<file path="src/sv/sle_pkg.sv">
// Package: sizes, codes and request/response types of the sequential list engine.
package sle_pkg;

	localparam int CAPACITY = 64;
	localparam int AW       = $clog2(CAPACITY);
	localparam int LW       = $clog2(CAPACITY + 1);
	localparam int DATA_W   = 32;
	localparam int KIND_W   = 3;
	localparam int POS_W    = 7;
	localparam int STAT_W   = 2;
	localparam int FIDX_W   = 6;
	localparam int CNT_W    = 7;
	localparam int CW       = ((LW > POS_W) ? LW : POS_W) + 1;

	localparam logic [KIND_W-1:0] K_INSERT = 3'd0;
	localparam logic [KIND_W-1:0] K_DELETE = 3'd1;
	localparam logic [KIND_W-1:0] K_GET    = 3'd2;
	localparam logic [KIND_W-1:0] K_LOCATE = 3'd3;
	localparam logic [KIND_W-1:0] K_CLEAR  = 3'd4;
	localparam logic [KIND_W-1:0] K_APPEND = 3'd5;

	localparam logic [STAT_W-1:0] ST_OK   = 2'd0;
	localparam logic [STAT_W-1:0] ST_BAD  = 2'd1;
	localparam logic [STAT_W-1:0] ST_FULL = 2'd2;

	typedef struct packed {
		logic [KIND_W-1:0]        kind;
		logic [POS_W-1:0]         position;
		logic signed [DATA_W-1:0] value;
	} req_t;

	typedef struct packed {
		logic [STAT_W-1:0]        status;
		logic signed [DATA_W-1:0] elem_out;
		logic [FIDX_W-1:0]        found_index;
		logic [CNT_W-1:0]         count;
		logic                     is_empty;
	} rsp_t;

endpackage

</file>
<file path="src/sv/sequential_list_engine.sv">
// Top level: fixed-capacity ordered list kept in a RAM, one request at a time.
//
//  channel | direction | handshake            | payload
//  --------+-----------+----------------------+-------------------
//  req     | in        | req_valid/req_ready  | kind, position, value
//  rsp     | out       | rsp_valid/rsp_ready  | status, elem_out, found_index, count, is_empty
//
// Clear, error cases and insert or append at the list end need no shifting; insert
// elsewhere shifts the entries from the position onward up, delete shifts those after
// the index down, and locate and append scan the list from the head.
// Shifts and scans are paced by the single RAM port pair: one entry moved or compared per cycle.
// Reset empties the list at once; the RAM content needs no clearing.
// A response waiting on rsp_ready does not block the next request; a request
// that finishes while it waits holds in the last step until the response is taken.
module sequential_list_engine (
	input  logic          clk,
	input  logic          arst_n,
	input  logic          req_valid,
	output logic          req_ready,
	input  sle_pkg::req_t req,
	output logic          rsp_valid,
	input  logic          rsp_ready,
	output sle_pkg::rsp_t rsp
);
	import sle_pkg::*;

	localparam logic [3:0] S_IDLE = 4'd0;
	localparam logic [3:0] S_EXEC = 4'd1;
	localparam logic [3:0] S_INS  = 4'd2;
	localparam logic [3:0] S_PUT  = 4'd3;
	localparam logic [3:0] S_DEL0 = 4'd4;
	localparam logic [3:0] S_DEL  = 4'd5;
	localparam logic [3:0] S_GET  = 4'd6;
	localparam logic [3:0] S_SCAN = 4'd7;
	localparam logic [3:0] S_RET  = 4'd8;

	logic [3:0]        state_q, state_d;
	req_t              req_q;
	logic [LW-1:0]     len_q, len_d;
	logic [AW-1:0]     cur_q, cur_d;
	logic [STAT_W-1:0] status_q, status_d;
	logic [DATA_W-1:0] elem_q, elem_d;
	logic [AW-1:0]     idx_q, idx_d;
	logic              rsp_valid_q;
	rsp_t              rsp_q;

	logic              ram_we;
	logic [AW-1:0]     ram_wa;
	logic [DATA_W-1:0] ram_wd;
	logic [AW-1:0]     ram_ra;
	logic [DATA_W-1:0] rd_data;

	logic [CW-1:0]     pos_ext;
	logic [CW-1:0]     len_ext;
	logic [CW-1:0]     ins_ext;
	logic [AW-1:0]     ins_idx;
	logic [AW-1:0]     pos_idx;
	logic [LW-1:0]     nxt_ext;
	logic              len_full;
	logic              rsp_free;

	sle_ram #(
		.DEPTH(CAPACITY),
		.WIDTH(DATA_W)
	) u_ram (
		.clk(clk),
		.we (ram_we),
		.wa (ram_wa),
		.wd (ram_wd),
		.ra (ram_ra),
		.rd (rd_data)
	);

	assign pos_ext  = CW'(req_q.position);
	assign len_ext  = CW'(len_q);
	assign ins_ext  = pos_ext - CW'(1);
	assign ins_idx  = ins_ext[AW-1:0];
	assign pos_idx  = pos_ext[AW-1:0];
	assign nxt_ext  = LW'(cur_q) + LW'(1);
	assign len_full = (len_ext >= CW'(CAPACITY));
	assign rsp_free = !rsp_valid_q || rsp_ready;

	always_comb begin
		state_d  = state_q;
		len_d    = len_q;
		cur_d    = cur_q;
		status_d = status_q;
		elem_d   = elem_q;
		idx_d    = idx_q;
		ram_we   = 1'b0;
		ram_wa   = cur_q;
		ram_wd   = rd_data;
		ram_ra   = cur_q;
		unique case (state_q)
			S_IDLE: begin
				if (req_valid) begin
					status_d = ST_OK;
					elem_d   = '0;
					idx_d    = '0;
					state_d  = S_EXEC;
				end
			end
			S_EXEC: begin
				state_d = S_RET;
				unique case (req_q.kind)
					K_INSERT: begin
						priority if (pos_ext == '0 || pos_ext > len_ext + CW'(1)) begin
							status_d = ST_BAD;
						end else if (len_full) begin
							status_d = ST_FULL;
						end else if (len_ext == ins_ext) begin
							ram_we = 1'b1;
							ram_wa = ins_idx;
							ram_wd = req_q.value;
							len_d  = len_q + LW'(1);
						end else begin
							cur_d   = AW'(len_q - LW'(1));
							ram_ra  = AW'(len_q - LW'(1));
							state_d = S_INS;
						end
					end
					K_DELETE, K_GET: begin
						if (pos_ext >= len_ext) begin
							status_d = ST_BAD;
						end else begin
							cur_d   = pos_idx;
							ram_ra  = pos_idx;
							state_d = (req_q.kind == K_DELETE) ? S_DEL0 : S_GET;
						end
					end
					K_LOCATE, K_APPEND: begin
						if (len_q == '0) begin
							if (req_q.kind == K_LOCATE) begin
								status_d = ST_BAD;
							end else begin
								ram_we = 1'b1;
								ram_wa = '0;
								ram_wd = req_q.value;
								len_d  = LW'(1);
							end
						end else begin
							cur_d   = '0;
							ram_ra  = '0;
							state_d = S_SCAN;
						end
					end
					K_CLEAR: begin
						len_d = '0;
					end
					default: begin
						status_d = ST_BAD;
					end
				endcase
			end
			S_INS: begin
				ram_we = 1'b1;
				ram_wa = cur_q + AW'(1);
				ram_wd = rd_data;
				if (cur_q == ins_idx) begin
					state_d = S_PUT;
				end else begin
					ram_ra = cur_q - AW'(1);
					cur_d  = cur_q - AW'(1);
				end
			end
			S_PUT: begin
				ram_we  = 1'b1;
				ram_wa  = ins_idx;
				ram_wd  = req_q.value;
				len_d   = len_q + LW'(1);
				state_d = S_RET;
			end
			S_DEL0, S_DEL: begin
				if (state_q == S_DEL0) begin
					elem_d = rd_data;
				end else begin
					ram_we = 1'b1;
					ram_wa = cur_q - AW'(1);
					ram_wd = rd_data;
				end
				if (nxt_ext < len_q) begin
					ram_ra  = cur_q + AW'(1);
					cur_d   = cur_q + AW'(1);
					state_d = S_DEL;
				end else begin
					len_d   = len_q - LW'(1);
					state_d = S_RET;
				end
			end
			S_GET: begin
				elem_d  = rd_data;
				state_d = S_RET;
			end
			S_SCAN: begin
				priority if (rd_data == req_q.value) begin
					idx_d   = cur_q;
					state_d = S_RET;
				end else if (nxt_ext < len_q) begin
					ram_ra = cur_q + AW'(1);
					cur_d  = cur_q + AW'(1);
				end else begin
					state_d = S_RET;
					priority if (req_q.kind == K_LOCATE) begin
						status_d = ST_BAD;
					end else if (len_full) begin
						status_d = ST_FULL;
					end else begin
						ram_we = 1'b1;
						ram_wa = AW'(len_q);
						ram_wd = req_q.value;
						idx_d  = AW'(len_q);
						len_d  = len_q + LW'(1);
					end
				end
			end
			S_RET: begin
				if (rsp_free) begin
					state_d = S_IDLE;
				end
			end
			default: begin
				state_d = S_IDLE;
			end
		endcase
	end

	always_ff @(posedge clk or negedge arst_n) begin
		if (!arst_n) begin
			state_q     <= S_IDLE;
			len_q       <= '0;
			rsp_valid_q <= 1'b0;
		end else begin
			state_q <= state_d;
			len_q   <= len_d;
			if (state_q == S_RET && rsp_free) begin
				rsp_valid_q <= 1'b1;
			end else if (rsp_ready) begin
				rsp_valid_q <= 1'b0;
			end
		end
	end

	always_ff @(posedge clk) begin
		cur_q    <= cur_d;
		status_q <= status_d;
		elem_q   <= elem_d;
		idx_q    <= idx_d;
		if (state_q == S_IDLE && req_valid) begin
			req_q <= req;
		end
		if (state_q == S_RET && rsp_free) begin
			rsp_q.status      <= status_q;
			rsp_q.elem_out    <= elem_q;
			rsp_q.found_index <= FIDX_W'(idx_q);
			rsp_q.count       <= CNT_W'(len_q);
			rsp_q.is_empty    <= (len_q == '0);
		end
	end

	assign req_ready = (state_q == S_IDLE);
	assign rsp_valid = rsp_valid_q;
	assign rsp       = rsp_q;

	a_len_bound: assert property (@(posedge clk) disable iff (!arst_n)
		len_q <= LW'(CAPACITY))
		else $error("list length above capacity");

	a_write_in_range: assert property (@(posedge clk) disable iff (!arst_n)
		ram_we |-> (LW'(ram_wa) <= len_q))
		else $error("store write beyond list end");

	a_accept_busy: assert property (@(posedge clk) disable iff (!arst_n)
		(req_valid && req_ready) |=> (state_q == S_EXEC))
		else $error("accepted request not executed");

	a_len_stable_idle: assert property (@(posedge clk) disable iff (!arst_n)
		(state_q == S_IDLE && $past(state_q) == S_IDLE) |-> $stable(len_q))
		else $error("list length changed while idle");

endmodule

</file>
<file path="src/sv/sle_ram.sv">
// Single-port-write, single-port-read synchronous RAM with registered read data.
module sle_ram #(
	parameter int DEPTH = 64,
	parameter int WIDTH = 32
) (
	input  logic                     clk,
	input  logic                     we,
	input  logic [$clog2(DEPTH)-1:0] wa,
	input  logic [WIDTH-1:0]         wd,
	input  logic [$clog2(DEPTH)-1:0] ra,
	output logic [WIDTH-1:0]         rd
);

	logic [WIDTH-1:0] store_q [DEPTH];
	logic [WIDTH-1:0] rd_q;

	always_ff @(posedge clk) begin
		if (we) begin
			store_q[wa] <= wd;
		end
		rd_q <= store_q[ra];
	end

	assign rd = rd_q;

endmodule
</file>
<file path="config.mk">
export PLATFORM = sky130hd
export DESIGN_NAME = sequential_list_engine
export DESIGN_NICKNAME = d
export VERILOG_FILES = /design/src/sv/sle_pkg.sv /design/src/sv/sequential_list_engine.sv /design/src/sv/sle_ram.sv
export SDC_FILE = /design/constraint.sdc
export NUM_CORES = 2
export LEC_CHECK = 0
export BUFFER_PORTS_ARGS = -buffer_cell sky130_fd_sc_hd__buf_2
export CAP_MARGIN = 20
export CORE_UTILIZATION = 64
export CTS_BUF_LIST = sky130_fd_sc_hd__clkbuf_4
export DETAILED_ROUTE_END_ITERATION = 6
export GPL_TIMING_DRIVEN = 1
export PLACE_DENSITY = 0.81
export RECOVER_POWER = 50
export SYNTH_ARGS = -nofsm -noshare
export SYNTH_HDL_FRONTEND = slang
export SYNTH_SLANG_ARGS = --single-unit
export TNS_END_PERCENT = 100
</file>
<file path="constraint.sdc">
create_clock -name clk -period 12.1 [get_ports clk]
set_input_delay 2.42 -clock clk [delete_from_list [all_inputs] [get_ports clk]]
set_output_delay 2.42 -clock clk [all_outputs]
set_load 0.01 [all_outputs]
</file>
* Yosys cells after proc, flatten, opt, wreduce, memory -nomap -nowiden
Memories as Yosys holds them, arrays and structs flattened. A register that Yosys moved wholly into a read port is not among the register bits.
Cells that the tools add are included.
** Storage, ports and cells
- Register bits after elaboration :: 148
- Output and inout port bits :: 50
- Word-level logic and storage cells :: 183
- Memories :: 1
- Bits of input ports :: 46
- RAM bits :: 2048
** Memory list
- u_ram.store_q :: words 64, width 32, rd ports 1, clocked after memory_dff 1, write ports 1, line sle_ram.sv:14 : logic [WIDTH-1:0] store_q [DEPTH];
** Operators by class
- Reduce and logical (&&, ||, !) cells :: 24
- Muxes and demuxes :: 95
- Eq/ne operators :: 37
- Order comparisons :: 4
- Add/sub/neg operators :: 7
** Operators with widths (number)
- $mux 32 :: 11
- $pmux 32 s3 :: 2
- $mux 6 :: 23
- $mux 7 :: 10
- $pmux 32 s2 :: 1
- $mux 4 :: 11
- $eq 32x32->1 :: 1
- $ne 3x3->1 const B :: 10
- $pmux 6 s5 :: 1
- $pmux 4 s7 :: 1
- $pmux 7 s4 :: 1
- $pmux 6 s2 :: 2
- $pmux 6 s4 :: 1
- $pmux 7 s3 :: 1
- $mux 2 :: 10
- $ne 2x2->1 const B :: 10
- $pmux 6 s3 :: 1
- $eq 4x3->1 const B :: 4
- $mux 1 :: 14
- $pmux 4 s3 :: 1
- $reduce_and 12->1 :: 1
- $reduce_or 2->1 :: 5
- $add 7x1->8 const B :: 1
- $eq 4x2->1 const B :: 2
- 36 further kinds :: 42

* Depth between registers and ports, before layout
- Depth after elaboration :: 9
- Mapped depth :: 23
- Depth with buffers taken out :: 18

* Modules after synthesis
Synthesis repeated with hierarchy kept, for this count alone.
** Second synthesis, totals
- Cells, all modules :: 4258
- Area total of the unflattened synthesis :: 87453.9 um^2
** Modules (own cells, without submodules)
- sle_ram :: instances 1, seq. area each 62139.6 um^2, cells an instance 3511, area each 79039.6 um^2
- sequential_list_engine :: instances 1, seq. area each 4324.1 um^2, cells an instance 747, area each 8414.3 um^2

* Least setup slack after synthesis
Ideal clock, no wire load.
- Path kind :: register to register
- Start :: reg len_q[3]
- End :: mem u_ram.store_q[22][0] (enable)
- Buffers on the path :: 2
- Clock period less this slack :: 6.502 ns
- Setup slack :: 5.598 ns
- Arrival :: 6.041 ns
- Cell stages (with the launch flop) :: 18
- Library setup time :: 0.461 ns
- Data required time :: 11.639 ns
- Path through :: dfrtp_1 buf_2 clkinv_1 nor3_1 xnor2_1 ha_1 a21o_1 a221oi_1 o21ai_0 a22oi_2 nand4_1 mux2i_1 a221o_1 nor2_1 a21oi_1 or3_1 clkbuf_1 nor3_1
** Between the ends
- Cells in the longest elaborated chain, start to end :: 8
- Elaborated cells between the ends (all ways) :: 29
- Classes of those cells :: 1 x add/sub; 3 x order compare; 1 x eq/ne; 22 x mux; 2 x reduce/logical
** RTL lines
- start, declared :: line sequential_list_engine.sv:39 : logic [LW-1:0] len_q, len_d;
- start signal, assigned :: line sequential_list_engine.sv:234 : len_q <= len_d;
- $add 7x1->8, or another cell as far along :: line sequential_list_engine.sv:107 : priority if (pos_ext == '0 || pos_ext > len_ext + CW'(1)) begin
- $gt 7x8->1, or another cell as far along :: line sequential_list_engine.sv:107
- $logic_or 1x1->1, or another cell as far along :: line sequential_list_engine.sv:107
- $mux 1 (on tied branches) :: line sequential_list_engine.sv:107, sequential_list_engine.sv:198
- $pmux 1 s2 / $mux 1 (equally long branches) :: line sequential_list_engine.sv:105, sequential_list_engine.sv:195
- $pmux 1 s4 :: line sequential_list_engine.sv:94 : unique case (state_q)
- $mux 1 :: line sle_ram.sv:18 : if (we) begin
- $mux 1 (not written as such) :: line sle_ram.sv:19 : store_q[wa] <= wd;
- end, declared :: line sle_ram.sv:14
Several ways; a longest one is shown, not always the timed one.

* Worst setup path in the final report
- Start :: reg len_q[0]
- End :: reg u_ram.rd_q[0] (netlist: u_ram.rd[0]) (read register of u_ram.store_q)
** Between the ends
- Cells in the longest elaborated chain, start to end :: 6
- Elaborated cells between the ends (all ways) :: 18
- Classes of those cells :: 2 x add/sub; 4 x order compare; 1 x eq/ne; 9 x mux; 2 x reduce/logical
** RTL lines
- $add 7x1->8, or another cell as far along :: line sequential_list_engine.sv:107
- $gt 7x8->1 / $mux 6 (equally long branches)
- $logic_or 1x1->1 / $mux 6 (equally long branches)
- $mux 6 :: line sequential_list_engine.sv:107
- $pmux 6 s3 :: line sequential_list_engine.sv:105 : unique case (req_q.kind)
- $pmux 6 s4 * :: line sequential_list_engine.sv:94
- end, declared :: line sle_ram.sv:15 : logic [WIDTH-1:0] rd_q;
Mark *: on every way between the ends. The rest lies on a longest branch, timed or not.
A chain may end at the register's enable or synchronous reset.

==> run summary <==
Initial Util: 64.88%
RSZ-0062 raised after global routing: false
Via Count: 57960
Core box area: 136100 sq um
Worst setup margin: 2.365 ns
Leading cell type in the layout, fill and taps excluded: edfxtp_1
# setup viols final: 0
P_sw: 0.01293 W
MaxCap Viol Count: 29
Post-Synthesis Cells: 6048
Leak Pwr: 34.33 nW
Syn Nets: 6119
PwrDens: 312.2 nW/um^2
Clk_lat worst skew: 1.33 ns
Post_cts resized: 0
Final Routed Wirelength: 250300 microns
Routability cong.: 0.9891
Buffer depth of the longest clock path: 4
Wirelength per Cell: 28.97 microns
Slew headroom: -224.8%
Tot GR Track Use: 35.30%
Post-route core utilization: 71.85%
H-tree depth: 6
EDFF count, synth: 2178
Io pins: 96
CP Launch Type: flip-flop
Max VDD drop: 0.4711 mV
Clock Sink Count: 2228
Vias in the first global route: 55780
First-pass GRT wire length: 357900 microns
Part of the power in the clock network: 20.0%
Clk root buf: clkbuf_4
Hold buffer count at CTS: 0
Worst-path clk slew: 0.06 ns
Prevailing post-synth register cell: edfxtp_1
Layout area overhead: 10.73%
Vias per cell: 6.708
Peak Freq: 102.7 MHz
Total global routing overflow: 0
Crit path DAT: 10.96 ns
Hold Path Class: flip-flop to flip-flop
CTS tree: yes
Syn avg cell area: 14.61 sq um
Int Pwr: 0.01761 W
Fin crit period: 9.735 ns
Clock Skews: 0.1166 ns
Fill count: 8321
FF/Latch Area: 66460 sq um
Final hold vios: 0
Post-CTS Setup Inserts: 0
Die height: 373.5 microns
Synthesized cell area: 88330 sq um
Ys Warns: 0
Failing checks: design-rule violations, max-capacitance violations, max-slew violations
Worst Max-Slew Pin Slew: 4.873 ns
Setup TNS: 0 ns
Sequential fraction of the synthesis area: 75.24%
Initial antenna violation count: 18
Worst endpoint required time: 13.33 ns
Initial drt markers: 9457
#FFs+latches synth: 2228
PortBufs: 95
Crit. End Element: flip-flop
Status: finished with violations
DIE WIDTH: 373.5 microns
Async S/R FF share, synth: 0.5386%
Reg power frac: 34.9%
First-pass detailed-route iteration total: 7
Critical path fanouts, max: 219
Drt drc: 1
Comb power frac: 45.1%
Synth unique cells: 91
Multi-input gate area: 20820 sq um
Largest net degree at the start of global routing: 220
Dpl hpwl: 133200 microns
Total CTS buffers: 556
CP Class: flip-flop to flip-flop
Tcrit/Tclk final: 80.46%
Sw Ratio: 42.34%
Die ar.: 139500 sq um
Final nets: 6554
ANT nets after route: 0
Setup WS pre-CTS: 4.226 ns
Most frequent cells in the layout: edfxtp_1 (2178), nand2_1 (1092), clkbuf_4 (802), nand3_1 (663), mux2i_1 (513)
Row count: 135
Final Power: 0.03054 W
Share of layout cells above drive strength 1: 15.78%
Fin. max-slew vios: 1432
-- registers in the layout, indices dropped and copies added, names as in the netlist, 7 cells and up --
name,cells
u_ram.store_q,2048
rsp,48
req_q,35
elem_q,32
u_ram.rd,32
len_q,7
pos_ext,7
-- area by class of cell --
type / count / share of cell area [%]
flip-flops and latches: 2228 / 67.95
multi-input cells: 3435 / 21.29
clock buffers: 802 / 6.155
well taps: 1781 / 2.278
repair buffers: 240 / 1.466
clock inverters: 118 / 0.7240
inverters: 22 / 0.1023
diodes: 15 / 0.03838
-- Yosys cell counts, drive strengths merged (20+ instances only) --
cell,count,area [sq um]
inv,20,77.58
mux2i,513,5135
xnor2,24,210.2
mux2,31,349.1
xor2,38,340.3
nand4,91,569.3
and3,69,431.7
or3,22,142.6
o22ai,259,1627
edfxtp,2178,65400
nand3,667,3361
ha,25,312.8
clkbuf,217,815.8
buf,146,719.4
dfxtp,38,760.7
nor3,37,190.2
nor2,122,460.5
a32o,30,300.3
nand2,1093,4110
a31oi,37,231.5
o21ai,164,820.8
a21oi,39,198.9
-- routing by layer --
| layer | routed length [microns] | track usage [%] | vias to the layer above |
|---|---|---|---|
| met5 | 85 | 0 | - |
| met4 | 15220 | 20.81 | 12 |
| met3 | 33880 | 9.238 | 865 |
| met2 | 114100 | 53.19 | 4926 |
| met1 | 87020 | 46.79 | 28000 |
| li1 | - | - | 24160 |
-- critical path, stage by stage (launching register included) --
cell and delay [ns]:
dfrtp_1 0.66, nand3_1 0.32, nor3_1 0.26, xnor2_1 0.18
ha_1 0.28, a21o_1 0.19, a221oi_1 0.30, o21ai_0 0.14
a22oi_1 0.55, nand3_1 0.37, o311a_1 0.46, a31o_4 0.43
inv_8 0.51, clkbuf_2 3.36, nand2_1 0.27, nand3_1 0.25
nand3_1 0.12, nand4_1 0.57, or3_1 0.19
-- power by group through the flow --
stage	registers, W	clock network (W)	logic (W)
floorplan	0.0105	0	0.00913
CTS	0.0106	0.00616	0.0132
finish	0.0107	0.00612	0.0138
global placement	0.0107	0	0.0128
global route	0.0107	0.00655	0.0144
detailed placement	0.0107	0	0.0132
-- cell families (layout without fill, tap and decap cells) --
kind of cell	after synthesis	in the layout	synth area share, %
mux	545	545	6.234
simple gates	2185	2185	11.17
flops	2228	2228	75.24
fa+ha+maj	26	26	0.3654
other cells	0	15	0
compound gates	614	614	4.453
buf+inv	385	1182	1.834
xor+xnor	65	65	0.6997
-- worst paths after layout --
kind	start	endpoint	slack [ns]	depth (start not counted)
worst min register to register	elem_q[10]$_SDFFCE_PN0P_	rsp[24]$_DFFE_PP_	0.38	0
worst max register to register	len_q[0]$_DFFE_PN0P_	u_ram.rd[0]$_DFF_P_	2.36	18
worst max-delay path	len_q[0]$_DFFE_PN0P_	u_ram.rd[0]$_DFF_P_	2.36	18
worst min-delay path	elem_q[10]$_SDFFCE_PN0P_	rsp[24]$_DFFE_PP_	0.38	0
max in group asynchronous	arst_n	len_q[3]$_DFFE_PN0P_	10.30	1
min in group asynchronous	arst_n	len_q[2]$_DFFE_PN0P_	1.23	1
-- per-stage QoR --
step | cells | instance area (sq um) | hold WS, ns
floorplan | 6048 | 88330 | 0.4003
global route | 8638 | 97810 | 0.3750
detailed placement | 7679 | 91130 | 0.4045
CTS | 8599 | 97860 | 0.3751
finish | 8641 | 97810 | 0.3761
global placement | 7679 | 91130 | 0.4007
No activity file was read; power rests on OpenSTA's default activity.
